--- src/sv/msor_pkg.sv ---
package msor_pkg;

  // Matrix geometry and data sizes.
  localparam int MAX_DIM  = 16;
  localparam int DATA_W   = 32;
  localparam int IDX_W    = $clog2(MAX_DIM);
  localparam int DIM_W    = IDX_W + 1;
  localparam int DEPTH    = MAX_DIM * MAX_DIM;
  localparam int ADDR_W   = 2 * IDX_W;
  localparam int CNT_W    = $clog2(DEPTH) + 1;
  localparam int CFG_W    = 5;
  localparam int APB_DW   = 32;
  localparam int APB_AW   = 3;

  // Register indexes on the configuration port.
  localparam logic CFG_NUM_ROWS = 1'b0;
  localparam logic CFG_NUM_COLS = 1'b1;

  // Input command codes.
  localparam logic CMD_LOAD = 1'b0;
  localparam logic CMD_EMIT = 1'b1;

  // Spiral walking direction.
  typedef enum logic [3:0] {
    DIR_RIGHT = 4'b0001,
    DIR_DOWN  = 4'b0010,
    DIR_LEFT  = 4'b0100,
    DIR_UP    = 4'b1000
  } dir_t;

  // Controls from the walker to the store and the result path.
  typedef struct packed {
    logic              wr_en;
    logic [ADDR_W-1:0] wr_addr;
    logic              rd_en;
    logic [IDX_W-1:0]  row;
    logic [IDX_W-1:0]  col;
    logic              last;
  } walk_ctl_t;

  // A size of zero counts as one, a size above the maximum as the maximum.
  function automatic logic [DIM_W-1:0] clamp_dim(input logic [CFG_W-1:0] v);
    logic [DIM_W-1:0] r;
    if (v == '0) begin
      r = DIM_W'(1);
    end else if (32'(v) > MAX_DIM) begin
      r = DIM_W'(MAX_DIM);
    end else begin
      r = DIM_W'(v);
    end
    return r;
  endfunction

endpackage

--- src/sv/msor_apb_regs.sv ---
module msor_apb_regs (
  input  logic                           clk,
  input  logic                           rst,
  input  logic                           psel,
  input  logic                           penable,
  input  logic                           pwrite,
  input  logic [msor_pkg::APB_AW-1:0]    paddr,
  input  logic [msor_pkg::APB_DW-1:0]    pwdata,
  output logic [msor_pkg::APB_DW-1:0]    prdata,
  output logic                           pready,
  output logic [msor_pkg::CFG_W-1:0]     num_rows,
  output logic [msor_pkg::CFG_W-1:0]     num_cols
);

  logic wr_hit;
  logic reg_sel;

  assign pready  = 1'b1;
  assign wr_hit  = psel && penable && pwrite;
  assign reg_sel = paddr[2];

  // Register writes in the access phase.
  always_ff @(posedge clk) begin
    if (rst) begin
      num_rows <= msor_pkg::CFG_W'(msor_pkg::MAX_DIM);
      num_cols <= msor_pkg::CFG_W'(msor_pkg::MAX_DIM);
    end else if (wr_hit) begin
      if (reg_sel == msor_pkg::CFG_NUM_ROWS) begin
        num_rows <= pwdata[msor_pkg::CFG_W-1:0];
      end else begin
        num_cols <= pwdata[msor_pkg::CFG_W-1:0];
      end
    end
  end

  // Read back.
  always_comb begin
    if (reg_sel == msor_pkg::CFG_NUM_ROWS) begin
      prdata = {{(msor_pkg::APB_DW-msor_pkg::CFG_W){1'b0}}, num_rows};
    end else begin
      prdata = {{(msor_pkg::APB_DW-msor_pkg::CFG_W){1'b0}}, num_cols};
    end
  end

endmodule

--- config.mk ---
export PLATFORM = sky130hd
export DESIGN_NAME = msor_apb_regs
export DESIGN_NICKNAME = d
export VERILOG_FILES = /design/src/sv/msor_pkg.sv /design/src/sv/msor_apb_regs.sv
export SDC_FILE = /design/constraint.sdc
export NUM_CORES = 1
export LEC_CHECK = 0
export BUFFER_PORTS_ARGS = -buffer_cell sky130_fd_sc_hd__buf_4
export CAP_MARGIN = 10
export CORE_MARGIN = 10
export CORE_UTILIZATION = 33
export CTS_CLUSTER_DIAMETER = 100
export DETAILED_ROUTE_END_ITERATION = 6
export GPL_ROUTABILITY_DRIVEN = 0
export GPL_TIMING_DRIVEN = 0
export PLACE_DENSITY = 0.79
export SYNTH_ARGS = -nofsm -noshare
export SYNTH_HDL_FRONTEND = slang
export SYNTH_SLANG_ARGS = --single-unit
export TNS_END_PERCENT = 10
--- constraint.sdc ---
create_clock -name clk -period 1.25 [get_ports clk]
set_clock_uncertainty 0.15 [all_clocks]
set_input_delay 0.125 -clock clk [delete_from_list [all_inputs] [get_ports clk]]
set_output_delay 0.125 -clock clk [all_outputs]
set_load 0.02 [all_outputs]
==> run_results.csv, run 1 <==
group,metric,value,unit
outcome,status,"finished, violations left",
outcome,failed_checks,"setup timing",
power_and_ir_drop,p_leak,0.6671,nW
die,ios,83,
setup_path,critical_path.max_stage_delay,0.33,ns
cts,cts-root-buf,"clkbuf_4",
synth,ys_seq_area_share,27.73,%
synth,post-synth-top-area-cell,"buf_4",
worst_hold_path,min_path_type,"in2reg",
drt,wl_per_cell,13.14,um
layout,fin_cells,169,
layout,drive_gt1_share,58.45,%
cts,numCtsBuffers,3,
timing,slew_viol_final,0,
grt,antenna_found_initial,0,
grt,grt_first_pass_wirelength,3387,um
grt,grt_overflow,0,
cts,cts_buffer_depth,2,
timing,min_period,1.276,ns
grt,grt_max_degree,11,
timing,post-route-period-util,102.1,%
die,rows,16,
timing,setup_violations,4,
grt,grt_pass1_vias,760,
cts,cts_sinks,10,
layout,multiInputGateArea,394.1,um2
power_and_ir_drop,powerDensity,688.5,mW/mm2
timing,fmax,783.4,MHz
layout,fill_cells,181,
setup_path,worst-path-max-fanout,2,
synth,syn-mean-instance-area,9.376,um2
die,die_w,66.77,um
setup_path,endpoint_kind,"output port",
synth,async_flop_share,0,%
timing,whs,0.002883,ns
place,hpwl,1684,um
setup_path,path_cells,"mux2_4 > buf_6",
layout,final-seq-area,212.7,um2
setup_path,required,0.98,ns
die,core_area,0.002022,mm2
die,die_area,0.004458,mm2
timing,tns,-0.04802,ns
job,max-cap-violations,0,
power_and_ir_drop,vdd_drop_max,0.7259,mV
setup_path,path_class,"reg2out",
synth,synth_edf_count,0,
die,die_h,66.77,um
synth,yosys_warnings,0,
drt,drc,0,
drt,vias_per_cell,3.858,
synth,yosysUniqueCellTypes,13,
synth,synth.ff_latch_count,10,
setup_path,arrival,1.00,ns
synth,netlist_area,721.9,um2
grt,grt_use_total,10.03,%
setup_path,cpMaxStageDelayCell,"dfxtp_2",
cts,cts_tree,"built",
cts,cts.clk_slew.worst_paths,0.06,ns
timing,layout_setup_ws,-0.02646,ns
synth,synth_flop_cell,"dfxtp_1",
layout,num-nets-final,184,
drt,drt.antenna.violating_nets,0,
synth,syn_inst,77,
place,io_buffers,24,
power_and_ir_drop,finalPower,0.8218,mW
place,dp_cells,154,
timing,hold_viol,0,
synth,synth_top_area_share,29.12,%
layout,n_antenna_cell,0,
drt,route.vias.total,652,
cts,clkLatencyLatePin,0.26,ns
layout,synthToLayoutAreaGrowth,65.34,%
synth,yosys-top-cells-area,"buf_4 (29%), dfxtp_1 (28%), mux2i_1 (14%)",
drt,drt-total-wl,2221,um
synth,yosys-top-cells-count,"buf_4 (28), nand2b_1 (12), dfxtp_1 (10), mux2i_1 (10), mux2_2 (5)",
drt,drt-initial-drc-count,4,
drt,first_pass_iters,4,
timing,rsz0062_at_grt,"true",
setup_path,start_kind,"flip-flop",
synth,post-synth-top-count-cell,"buf_4",
cts,cts_htree_levels,1,
die,start_util,35.71,%
kinds of logic after synthesis:
| kind of cell | share of synthesized area (%) |
|---|---|
| flops | 27.73 |
| simple gates | 16.81 |
| buf+inv | 32.75 |
| mux | 21.66 |
| other cells | 1.040 |
power breakdown:
group | switching, mW | internal (mW)
Combinational | 0.146 | 0.132
Clock | 0.102 | 0.111
Sequential | 0.00421 | 0.327
Total | 0.252 | 0.570
final cells by class:
| class | count | area share, % |
|---|---|---|
| Buffer | 31 | 19.81 |
| Clock buffer | 3 | 1.887 |
| Sequential cell | 10 | 17.82 |
| Multi-Input combinational cell | 62 | 33.02 |
| Tap cell | 27 | 2.830 |
| Timing Repair Buffer | 36 | 24.63 |
registers in the layout, indices dropped and copies added, names as in the netlist:
signal    cells
num_rows      5
num_cols      5
cells in the final DEF (no fill, tap or decap):
cell	Yosys	layout
mux2_4	0	3
mux2i_1	10	10
nand2b_1	12	12
dlygate4sd3_1	0	2
conb_1	2	28
mux2_2	5	2
dfxtp_2	0	10
clkbuf_4	0	3
and4_2	1	1
buf_4	28	57
buf_6	2	7
and4b_1	1	1
nand4b_1	1	1
nor2_1	3	3
clkbuf_1	1	1
nand4_1	1	1
metrics by stage:
| stage | cell area, um2 | worst slack (ns) | util (%) |
|---|---|---|---|
| 2_1_floorplan | 819.5 | 0.2761 | - |
| 3_5_place_dp | 1033 | 0.1932 | 51.11 |
| 5_1_grt | 1194 | -0.04148 | 59.03 |
| 4_1_cts | 1186 | -0.01177 | 58.66 |
| 6_report | 1194 | -0.02646 | 59.03 |
| 3_3_place_gp | 1033 | 0.2375 | 51.11 |
worst max-delay path: cells and delay by family (launching register included):
family / cells / cell delay [ns]
buf+inv: 1 / 0.13
mux: 1 / 0.27
flops: 1 / 0.33
final timing paths:
path | from | end | slack [ns] | depth (start not counted)
worst max-delay path | num_rows[4] | prdata[4] | -0.03 | 2
worst min-delay path | pwdata[0] | num_rows[0] | 0.003 | 3
worst max register to register | num_rows[4] | num_rows[4] | 0.32 | 3
worst min register to register | num_rows[2] | num_rows[2] | 0.45 | 3
what timing repair did:
item                                   CTS  global route
gates cloned                             0             0
setup endpoints to repair                5             5
hold buffers                             2             0
setup buffers                           10             0
endpoints found under the hold margin    3             0
gates resized for setup                 16             2
routing by layer:
layer / GRT usage (%) / share of wire (%) / wire [um]
met5: 0 / 0 / 0
met4: 7.853 / 4.0 / 89
met3: 5.351 / 14 / 306
met2: 18.96 / 50 / 1103
met1: 7.129 / 33 / 722
Power figures use the tool's default switching activity.
==> run 2: changes to the inputs <==
--- a/config.mk
+++ b/config.mk
@@ -14,6 +14,8 @@
 export GPL_ROUTABILITY_DRIVEN = 0
 export GPL_TIMING_DRIVEN = 0
 export PLACE_DENSITY = 0.79
+export REMOVE_ABC_BUFFERS = 1
+export SKIP_LAST_GASP = 1
 export SYNTH_ARGS = -nofsm -noshare
 export SYNTH_HDL_FRONTEND = slang
 export SYNTH_SLANG_ARGS = --single-unit
==> run_results.csv, run 2 (same netlist as run 1, synthesis figures left out) <==
group,metric,value,unit
layout,layout_common_cells,"conb_1 (28), buf_4 (28), nand2b_1 (12)",
layout,fill_cells,211,
die,die_h,66.77,um
cts,clkLatencyLatePin,0.26,ns
setup_path,regToRegSetupSlack,0.39,ns
cts,cts.clk_slew.worst_paths,0.07,ns
die,die_area,0.004458,mm2
timing,post-route-period-util,101.2,%
drt,drt-initial-drc-count,8,
grt,antenna_found_initial,0,
timing,tns,-0.05333,ns
power_and_ir_drop,p_leak,0.5171,nW
timing,layout_setup_ws,-0.01540,ns
die,rows,16,
layout,reg_top3,"num_cols: 5 flops, num_rows: 5 flops",
die,core_area,0.002022,mm2
worst_hold_path,min_path_cells,3,
layout,n_antenna_cell,0,
drt,vias_per_cell,4.007,
timing,slew_viol_final,0,
setup_path,arrival,0.99,ns
place,dp_cells,124,
cts,cts_sinks,10,
timing,setup_violations,5,
drt,drc,0,
setup_path,reg2regPathDepth,3,
die,start_util,35.71,%
place,dpl_worst_slack,0.1693,ns
place,placed_area,804.5,um2
die,ios,83,
cts,cts_tree,"built",
setup_path,endpoint_kind,"output port",
timing,rsz0062_at_grt,"true",
cts,cts_buffer_depth,2,
job,max-cap-violations,0,
drt,route.vias.total,565,
cts,cts-root-buf,"clkbuf_4",
timing,whs,0.04456,ns
cts,cts_htree_levels,1,
grt,grt_use_total,8.316,%
drt,drt.antenna.violating_nets,0,
layout,drive_gt1_share,46.49,%
place,io_buffers,25,
setup_path,required,0.98,ns
layout,synthToLayoutAreaGrowth,37.61,%
outcome,failed_checks,"setup timing",
outcome,status,"finished, violations left",
layout,fin_util,49.13,%
drt,first_pass_iters,4,
drt,drt-total-wl,1841,um
grt,grt_first_pass_wirelength,2884,um
grt,grt_pass1_vias,599,
cts,numCtsBuffers,3,
setup_path,path_class,"reg2out",
timing,fmax,790.3,MHz
timing,hold_viol,0,
timing,min_period,1.265,ns
grt,grt_overflow,0,
power_and_ir_drop,finalPower,0.8302,mW
layout,fin_cells,141,
drt,wl_per_cell,13.06,um
setup_path,worst-path-max-fanout,2,
power_and_ir_drop,vdd_drop_max,0.4489,mV
worst_hold_path,min_path_type,"in2reg",
power_and_ir_drop,powerDensity,835.7,mW/mm2
setup_path,start_kind,"flip-flop",
grt,grt_max_degree,16,
die,die_w,66.77,um
layout,num-nets-final,155,
layout,fin_area,993.5,um2
## run 2: cell types whose count changed in the layout (fill, tap and decap cells not counted), sizes merged
| cell | change |
|---|---|
| buf | -31 |
| dlygate4sd3 | +3 |
## run 2: repair_timing
| action | CTS | global route |
|---|---|---|
| hold buffers | 5 | 0 |
| resized for setup | 16 | 2 |
| hold endpoints to repair | 9 | 0 |
| setup buffers | 8 | 0 |
| endpoints found under the setup margin | 5 | 5 |
## run 2: worst max-delay path: stages (launching register included)
cell,delay [ns]
dfxtp_2,0.32
mux2_4,0.27
buf_6,0.13
## run 2: worst paths after layout
| kind | to | startpoint |
|---|---|---|
| max | prdata[2] | num_rows[2] |
| min | num_rows[4] | rst |
| max reg2reg | num_cols[3] | num_cols[3] |
| min reg2reg | num_rows[0] | num_rows[0] |
## run 2: final cells by class
| type | count | area [um2] | share of cell area [%] |
|---|---|---|---|
| Timing Repair Buffer | 38 | 316.6 | 31.86 |
| Sequential cell | 10 | 212.7 | 21.41 |
| Clock buffer | 4 | 36.28 | 3.652 |
| Tap cell | 27 | 33.78 | 3.401 |
| Multi-Input combinational cell | 62 | 394.1 | 39.67 |
## run 2: metal layers
| metal | up-vias | global-route usage (%) | share of wire [%] |
|---|---|---|---|
| met1 | 248 | 7.036 | 31 |
| met5 | - | 0 | 0 |
| met2 | 42 | 14.45 | 46 |
| met4 | 0 | 3.141 | 1.7 |
| li1 | 270 | - | - |
| met3 | 5 | 6.355 | 22 |
## run 2: where the power goes
group	internal (mW)	switching, mW	leakage (nW)
combinational	0.0750	0.131	0.412
clock	0.177	0.116	0.0210
sequential	0.327	0.00395	0.0840
total	0.579	0.252	0.517
