===== src/sv/msor_pkg.sv =====
package msor_pkg;

  // Matrix geometry and data sizes.
  localparam int MAX_DIM  = 16;
  localparam int DATA_W   = 32;
  localparam int IDX_W    = $clog2(MAX_DIM);
  localparam int DIM_W    = IDX_W + 1;
  localparam int DEPTH    = MAX_DIM * MAX_DIM;
  localparam int ADDR_W   = 2 * IDX_W;
  localparam int CNT_W    = $clog2(DEPTH) + 1;
  localparam int CFG_W    = 5;
  localparam int APB_DW   = 32;
  localparam int APB_AW   = 3;

  // Register indexes on the configuration port.
  localparam logic CFG_NUM_ROWS = 1'b0;
  localparam logic CFG_NUM_COLS = 1'b1;

  // Input command codes.
  localparam logic CMD_LOAD = 1'b0;
  localparam logic CMD_EMIT = 1'b1;

  // Spiral walking direction.
  typedef enum logic [3:0] {
    DIR_RIGHT = 4'b0001,
    DIR_DOWN  = 4'b0010,
    DIR_LEFT  = 4'b0100,
    DIR_UP    = 4'b1000
  } dir_t;

  // Controls from the walker to the store and the result path.
  typedef struct packed {
    logic              wr_en;
    logic [ADDR_W-1:0] wr_addr;
    logic              rd_en;
    logic [IDX_W-1:0]  row;
    logic [IDX_W-1:0]  col;
    logic              last;
  } walk_ctl_t;

  // A size of zero counts as one, a size above the maximum as the maximum.
  function automatic logic [DIM_W-1:0] clamp_dim(input logic [CFG_W-1:0] v);
    logic [DIM_W-1:0] r;
    if (v == '0) begin
      r = DIM_W'(1);
    end else if (32'(v) > MAX_DIM) begin
      r = DIM_W'(MAX_DIM);
    end else begin
      r = DIM_W'(v);
    end
    return r;
  endfunction

endpackage


===== src/sv/msor_walker.sv =====
module msor_walker (
  input  logic                         clk,
  input  logic                         rst,
  input  logic                         acc,
  input  logic                         cmd,
  input  logic [msor_pkg::CFG_W-1:0]   num_rows,
  input  logic [msor_pkg::CFG_W-1:0]   num_cols,
  output msor_pkg::walk_ctl_t          ctl
);

  localparam int IW = msor_pkg::IDX_W;
  localparam int DW = msor_pkg::DIM_W;
  localparam int CW = msor_pkg::CNT_W;

  // Load side state.
  logic          started;
  logic          loaded;
  logic [IW-1:0] rows_m1;
  logic [IW-1:0] cols_m1;
  logic [IW-1:0] load_row;
  logic [IW-1:0] load_col;

  // Spiral side state.
  logic [IW-1:0] cur_row;
  logic [IW-1:0] cur_col;
  logic [IW-1:0] top_bound;
  logic [IW-1:0] bottom_bound;
  logic [IW-1:0] left_bound;
  logic [IW-1:0] right_bound;
  msor_pkg::dir_t direction;
  logic [CW-1:0] emit_remaining;

  logic            restart;
  logic [DW-1:0]   rows_c;
  logic [DW-1:0]   cols_c;
  logic [IW-1:0]   eff_rows_m1;
  logic [IW-1:0]   eff_cols_m1;
  logic [IW-1:0]   eff_row;
  logic [IW-1:0]   eff_col;
  logic            load_done;
  logic [2*DW-1:0] total;
  logic            emit_hit;
  logic [CW-1:0]   remaining_dec;

  // A load restarts the matrix before the first element or after a full one.
  assign restart     = !started || loaded;
  assign rows_c      = msor_pkg::clamp_dim(num_rows);
  assign cols_c      = msor_pkg::clamp_dim(num_cols);
  assign eff_rows_m1 = restart ? IW'(rows_c - DW'(1)) : rows_m1;
  assign eff_cols_m1 = restart ? IW'(cols_c - DW'(1)) : cols_m1;
  assign eff_row     = restart ? '0 : load_row;
  assign eff_col     = restart ? '0 : load_col;
  assign load_done   = (eff_row == eff_rows_m1) && (eff_col == eff_cols_m1);
  assign total       = (2*DW)'({1'b0, eff_rows_m1} + DW'(1)) *
                       (2*DW)'({1'b0, eff_cols_m1} + DW'(1));

  assign emit_hit      = loaded && (emit_remaining != '0);
  assign remaining_dec = emit_remaining - CW'(1);

  // Controls toward the store and the result stage.
  always_comb begin
    ctl.wr_en   = (cmd == msor_pkg::CMD_LOAD);
    ctl.wr_addr = {eff_row, eff_col};
    ctl.rd_en   = (cmd == msor_pkg::CMD_EMIT) && emit_hit;
    ctl.row     = cur_row;
    ctl.col     = cur_col;
    ctl.last    = (emit_remaining == CW'(1));
  end

  // Load counters and the spiral position, bounds and heading.
  always_ff @(posedge clk) begin
    if (rst) begin
      started        <= 1'b0;
      loaded         <= 1'b0;
      rows_m1        <= '0;
      cols_m1        <= '0;
      load_row       <= '0;
      load_col       <= '0;
      cur_row        <= '0;
      cur_col        <= '0;
      top_bound      <= '0;
      bottom_bound   <= '0;
      left_bound     <= '0;
      right_bound    <= '0;
      direction      <= msor_pkg::DIR_RIGHT;
      emit_remaining <= '0;
    end else if (acc && cmd == msor_pkg::CMD_LOAD) begin
      started <= 1'b1;
      rows_m1 <= eff_rows_m1;
      cols_m1 <= eff_cols_m1;
      if (load_done) begin
        loaded         <= 1'b1;
        load_row       <= '0;
        load_col       <= '0;
        cur_row        <= '0;
        cur_col        <= '0;
        top_bound      <= '0;
        left_bound     <= '0;
        bottom_bound   <= eff_rows_m1;
        right_bound    <= eff_cols_m1;
        direction      <= msor_pkg::DIR_RIGHT;
        emit_remaining <= CW'(total);
      end else begin
        loaded         <= 1'b0;
        emit_remaining <= '0;
        if (eff_col == eff_cols_m1) begin
          load_col <= '0;
          load_row <= eff_row + IW'(1);
        end else begin
          load_col <= eff_col + IW'(1);
          load_row <= eff_row;
        end
      end
    end else if (acc && emit_hit) begin
      emit_remaining <= remaining_dec;
      if (remaining_dec != '0) begin
        case (direction)
          msor_pkg::DIR_RIGHT: begin
            if (cur_col < right_bound) begin
              cur_col <= cur_col + IW'(1);
            end else begin
              top_bound <= top_bound + IW'(1);
              direction <= msor_pkg::DIR_DOWN;
              cur_row   <= cur_row + IW'(1);
            end
          end
          msor_pkg::DIR_DOWN: begin
            if (cur_row < bottom_bound) begin
              cur_row <= cur_row + IW'(1);
            end else begin
              right_bound <= right_bound - IW'(1);
              direction   <= msor_pkg::DIR_LEFT;
              cur_col     <= cur_col - IW'(1);
            end
          end
          msor_pkg::DIR_LEFT: begin
            if (cur_col > left_bound) begin
              cur_col <= cur_col - IW'(1);
            end else begin
              bottom_bound <= bottom_bound - IW'(1);
              direction    <= msor_pkg::DIR_UP;
              cur_row      <= cur_row - IW'(1);
            end
          end
          default: begin
            if (cur_row > top_bound) begin
              cur_row <= cur_row - IW'(1);
            end else begin
              left_bound <= left_bound + IW'(1);
              direction  <= msor_pkg::DIR_RIGHT;
              cur_col    <= cur_col + IW'(1);
            end
          end
        endcase
      end
    end
  end

endmodule

===== config.mk =====
export PLATFORM = sky130hd
export DESIGN_NAME = msor_walker
export DESIGN_NICKNAME = d
export VERILOG_FILES = /design/src/sv/msor_pkg.sv /design/src/sv/msor_walker.sv
export SDC_FILE = /design/constraint.sdc
export NUM_CORES = 1
export LEC_CHECK = 0
export BUFFER_PORTS_ARGS = -buffer_cell sky130_fd_sc_hd__buf_2
export CAP_MARGIN = 20
export CORE_MARGIN = 2
export CORE_UTILIZATION = 35
export CTS_BUF_LIST = sky130_fd_sc_hd__clkbuf_2
export CTS_CLUSTER_DIAMETER = 60
export CTS_CLUSTER_SIZE = 28
export DETAILED_ROUTE_END_ITERATION = 12
export GPL_TIMING_DRIVEN = 0
export SLEW_MARGIN = 20
export SYNTH_ARGS = -nofsm -noshare
export SYNTH_HDL_FRONTEND = slang
export SYNTH_SLANG_ARGS = --single-unit

===== constraint.sdc =====
create_clock -name clk -period 6.3 [get_ports clk]
set_clock_uncertainty 0.2 [all_clocks]
set_input_delay 0.315 -clock clk [delete_from_list [all_inputs] [get_ports clk]]
set_output_delay 0.315 -clock clk [all_outputs]
set_load 0.01 [all_outputs]

==> summary.txt <==
Status
  – Status: finished clean

Drt
  – Total met2 wirelength after detailed routing: 6.45 mm
  – Met1 Routed Length: 6.32 mm
  – Amount of wire on met3 after detailed routing: 533 um
  – Via count normalized by instance count: 5.54
  – Number of nets with antenna violations after routing: 0
  – Vias after detailed routing: 4,534
  – Router iterations before antenna repair: 5
  – Initial drt markers: 227
  – Highest metal layer used by the detailed router: met4
  – DRC: 0
  – Average wire per cell in the routed design: 16.5 um
  – Total detailed-routing wirelength: 13.5 mm

Die
  – Die Y-Extent: 121 um
  – Core outline area: 13,300 sq um
  – Area enclosed by the die boundary: 14,600 sq um
  – Standard-cell rows: 42
  – Total I/O pin count: 33
  – Die extent in x: 121 um
  – Initial Util: 0.358

Clock tree
  – Clock H-tree levels: 2
  – Clock tree sinks: 55
  – Number of setup buffers added after CTS: 0
  – Max Root-Sink Buffers: 2
  – CTS tree: built
  – TritonCTS Buffers: 5
  – Register clock-pin slew on the reported worst setup and hold paths: 0.29 ns
  – Cell at the root of the clock tree: sky130_fd_sc_hd__clkbuf_2
  – Clock latency of the later-clocked register in the worst-skew pair: 0.49 ns

Place
  – Post-detailed-placement half-perimeter wirelength: 10.3 mm
  – Gp weighted congestion: 0.843
  – Worst setup slack before clock tree synthesis: -0.0312 ns
  – Count of port buffers added during placement: 31

Global routing
  – Overall routing resource usage: 0.190
  – Wire length of the first global-routing pass: 22.4 mm
  – Sum of overflow across all layers after global routing: 0
  – Largest net degree at the start of global routing: 16
  – Number of global-route vias before repair: 4,386
  – Antenna violations before repair: 0

Timing
  – Share of the cycle needed by the critical path after routing: 0.941
  – Worst hold margin: 0.0916 ns
  – Finish-stage setup viols: 0
  – Final setup margin: 0.371 ns
  – Hold Vio Cnt, Final: 0
  – Slew @ Worst Pin: 0.768 ns
  – Max-slew violation total from the final report: 0
  – Minimum period implied by the final worst setup slack: 5.93 ns
  – RSZ-0062 raised after global routing: false
  – Max_slew headroom: 0.475
  – Summed negative setup slack over all endpoints: 0 ns
  – Fmax: 169 MHz

Power
  – Static leakage power: 2.12 nW
  – Power per unit of standard cell area: 202 nW/um^2
  – VDD IR max: 82.8 uV
  – Total power: 1.06 mW

Critical path
  – Maximum fanout count along the critical path: 10
  – Cells along the critical path: nand2b_1 > buf_4 > clkbuf_2 > nor2_1 > a21oi_2 > ha_1 > o311ai_0 > a211oi_2 > nand2_1 > fa_1 > fa_1 > fa_1 > inv_1 > ha_1 > a21o_1 > a21oi_1 > nor2_1 > a211oi_1 > nor2_1 > a311o_1
  – Type of element capturing the critical path: flip-flop
  – Category of the critical setup timing path: reg -> reg
  – Worst Reg2Reg Path Length in Cells: 20
  – Crit path launch type: flip-flop
  – Crit. path cell count: 20
  – Slowest-stage cell, CP: sky130_fd_sc_hd__dfxtp_1
  – Arrival @ worst endpoint: 6.16 ns
  – CP max stage delay: 0.54 ns
  – Category of cells accounting for the largest share of critical-path delay: adder cells
  – Required time at the endpoint of the critical path: 6.53 ns
  – Crit path buffers/inverters: 3

Yosys
  – Post-Syn Instances: 604
  – Count of synthesis-stage warnings from yosys: 0
  – Sequential share of the synthesized area: 0.231
  – Post-synth top flop: sky130_fd_sc_hd__dfxtp_1
  – Post-synth top area cell: sky130_fd_sc_hd__dfxtp_1
  – Async set-or-reset flop fraction in the synthesized netlist: 0
  – Number of synthesized flops with an enable pin: 0
  – Number of distinct library cells after synthesis: 73
  – Syn Nets: 676
  – Area share of the largest cell type after synthesis: 0.231
  – Post-synthesis average cell area: 7.89 sq um
  – Post-synthesis register bit count: 55
  – Top cells by area in the synthesized netlist: sky130_fd_sc_hd__dfxtp_1 (23%), sky130_fd_sc_hd__ha_1 (13%), sky130_fd_sc_hd__a21oi_1 (5.1%)
  – Netlist Area Pre-Place: 4770 sq um

Finish
  – Antenna diode count: 0
  – Most frequent cells in the layout: sky130_fd_sc_hd__dfxtp_1 (55), sky130_fd_sc_hd__nand2_1 (49), sky130_fd_sc_hd__a21oi_1 (48), sky130_fd_sc_hd__ha_1 (48), sky130_fd_sc_hd__inv_1 (47)
  – Layout-stage area growth over the synthesis result: 9.64%
  – Final cell utilization of the core: 0.393
  – Number of nets in the layout: 715
  – Share of post-route cells with drive strength above 1: 0.110
  – Most common cell after layout, fill and taps aside: sky130_fd_sc_hd__dfxtp_1

Flow run
  – # Max-Cap Violations: 0

Worst hold path
  – Worst Hold Path Cells: 4
  – Hold Path Class: in -> reg
[through the flow]
step	instances	area [sq um]
3_3_place_gp	811	5140
3_5_place_dp	811	5140
5_1_grt	819	5230
2_1_floorplan	604	4770
6_report	819	5230
4_1_cts	819	5210
[cells in the mapped netlist (5+ instances only)]
library cell / instances
sky130_fd_sc_hd__inv_1: 47
sky130_fd_sc_hd__or2_2: 6
sky130_fd_sc_hd__nor2_1: 45
sky130_fd_sc_hd__and2_1: 15
sky130_fd_sc_hd__a211oi_1: 9
sky130_fd_sc_hd__xor2_1: 9
sky130_fd_sc_hd__fa_1: 10
sky130_fd_sc_hd__nand3_1: 15
sky130_fd_sc_hd__ha_1: 48
sky130_fd_sc_hd__nand2_1: 49
sky130_fd_sc_hd__clkbuf_1: 18
sky130_fd_sc_hd__nor2b_1: 12
sky130_fd_sc_hd__a31oi_1: 6
sky130_fd_sc_hd__nand4_1: 8
sky130_fd_sc_hd__or3_1: 6
sky130_fd_sc_hd__a21o_1: 5
sky130_fd_sc_hd__nor3_1: 19
sky130_fd_sc_hd__nand2b_1: 16
sky130_fd_sc_hd__a21oi_1: 49
sky130_fd_sc_hd__o32ai_1: 5
sky130_fd_sc_hd__o31ai_1: 6
sky130_fd_sc_hd__dfxtp_1: 55
sky130_fd_sc_hd__xnor2_1: 25
sky130_fd_sc_hd__o21ai_0: 31
[sequential cells by signal, indices dropped and copies added (netlist names)]
signal / flops
emit_remaining: 9
bottom_bound: 4
rows_m1: 4
load_col: 4
started: 1
load_row: 4
cur_row: 4
direction: 4
loaded: 1
cols_m1: 4
right_bound: 4
top_bound: 4
left_bound: 4
cur_col: 4
[cells by family (layout without fill, tap and decap cells)]
logic type	after synthesis	in the layout	share of synthesized area
AO/OA/AOI/OAI	156	156	0.218
XOR/XNOR	34	34	0.0625
adder cells (fa/ha/maj)	58	58	0.168
buffers and inverters	74	113	0.0638
flip-flops	55	55	0.231
multiplexers	4	4	0.00893
AND/OR/NAND/NOR	223	223	0.248
[path summary, 6_finish.rpt]
check	start	endpoint	slack (ns)
setup / recovery	loaded$_SDFFE_PP0P_	emit_remaining[8]$_SDFFE_PP0P_	0.37
hold / removal	cmd	emit_remaining[3]$_SDFFE_PP0P_	0.09
hold reg to reg	top_bound[3]$_SDFFE_PP0P_	top_bound[3]$_SDFFE_PP0P_	0.30
setup reg to reg	loaded$_SDFFE_PP0P_	emit_remaining[8]$_SDFFE_PP0P_	0.37
[where the power goes]
group          switching (mW)  total [mW]  internal (mW)
clock network           0.123       0.189         0.0664
registers              0.0186       0.382          0.364
logic                   0.288       0.486          0.198
[layout make-up]
| type | instances | area, sq um |
|---|---|---|
| plain buffers | 27 | 129 |
| flip-flops and latches | 55 | 1100 |
| clock inverters | 1 | 30.0 |
| fillers | 1409 | 8070 |
| multi-input cells | 475 | 3370 |
| clock buffers | 6 | 30.0 |
| inverters | 47 | 176 |
| well taps | 176 | 220 |
| repair buffers | 32 | 165 |
[worst register-to-register path, cell delays in order, from the launching register on]
cell and delay, ns:
sky130_fd_sc_hd__dfxtp_1 0.54, sky130_fd_sc_hd__nand2b_1 0.14, sky130_fd_sc_hd__buf_4 0.16, sky130_fd_sc_hd__clkbuf_2 0.29
sky130_fd_sc_hd__nor2_1 0.10, sky130_fd_sc_hd__a21oi_2 0.30, sky130_fd_sc_hd__ha_1 0.29, sky130_fd_sc_hd__o311ai_0 0.22
sky130_fd_sc_hd__a211oi_2 0.34, sky130_fd_sc_hd__nand2_1 0.15, sky130_fd_sc_hd__fa_1 0.52, sky130_fd_sc_hd__fa_1 0.52
sky130_fd_sc_hd__fa_1 0.54, sky130_fd_sc_hd__inv_1 0.05, sky130_fd_sc_hd__ha_1 0.33, sky130_fd_sc_hd__a21o_1 0.17
sky130_fd_sc_hd__a21oi_1 0.21, sky130_fd_sc_hd__nor2_1 0.08, sky130_fd_sc_hd__a211oi_1 0.28, sky130_fd_sc_hd__nor2_1 0.08
sky130_fd_sc_hd__a311o_1 0.37
[layer usage]
metal / vias to the layer above / GRT usage
li1: 2233 / -
met1: 2180 / 0.254
met2: 106 / 0.328
met3: 15 / 0.0222
met4: 0 / 0.0429
met5: - / 0
[timing repair]
| item | in CTS | in global routing |
|---|---|---|
| resized for setup | 1 | 3 |
| gates cloned | 0 | 0 |
| hold buffers | 1 | 0 |
| pin swaps | 0 | 0 |
| endpoints found under the hold margin | 2 | 0 |
| setup endpoints to repair | 2 | 2 |
No activity file was read; power rests on OpenSTA's default activity.
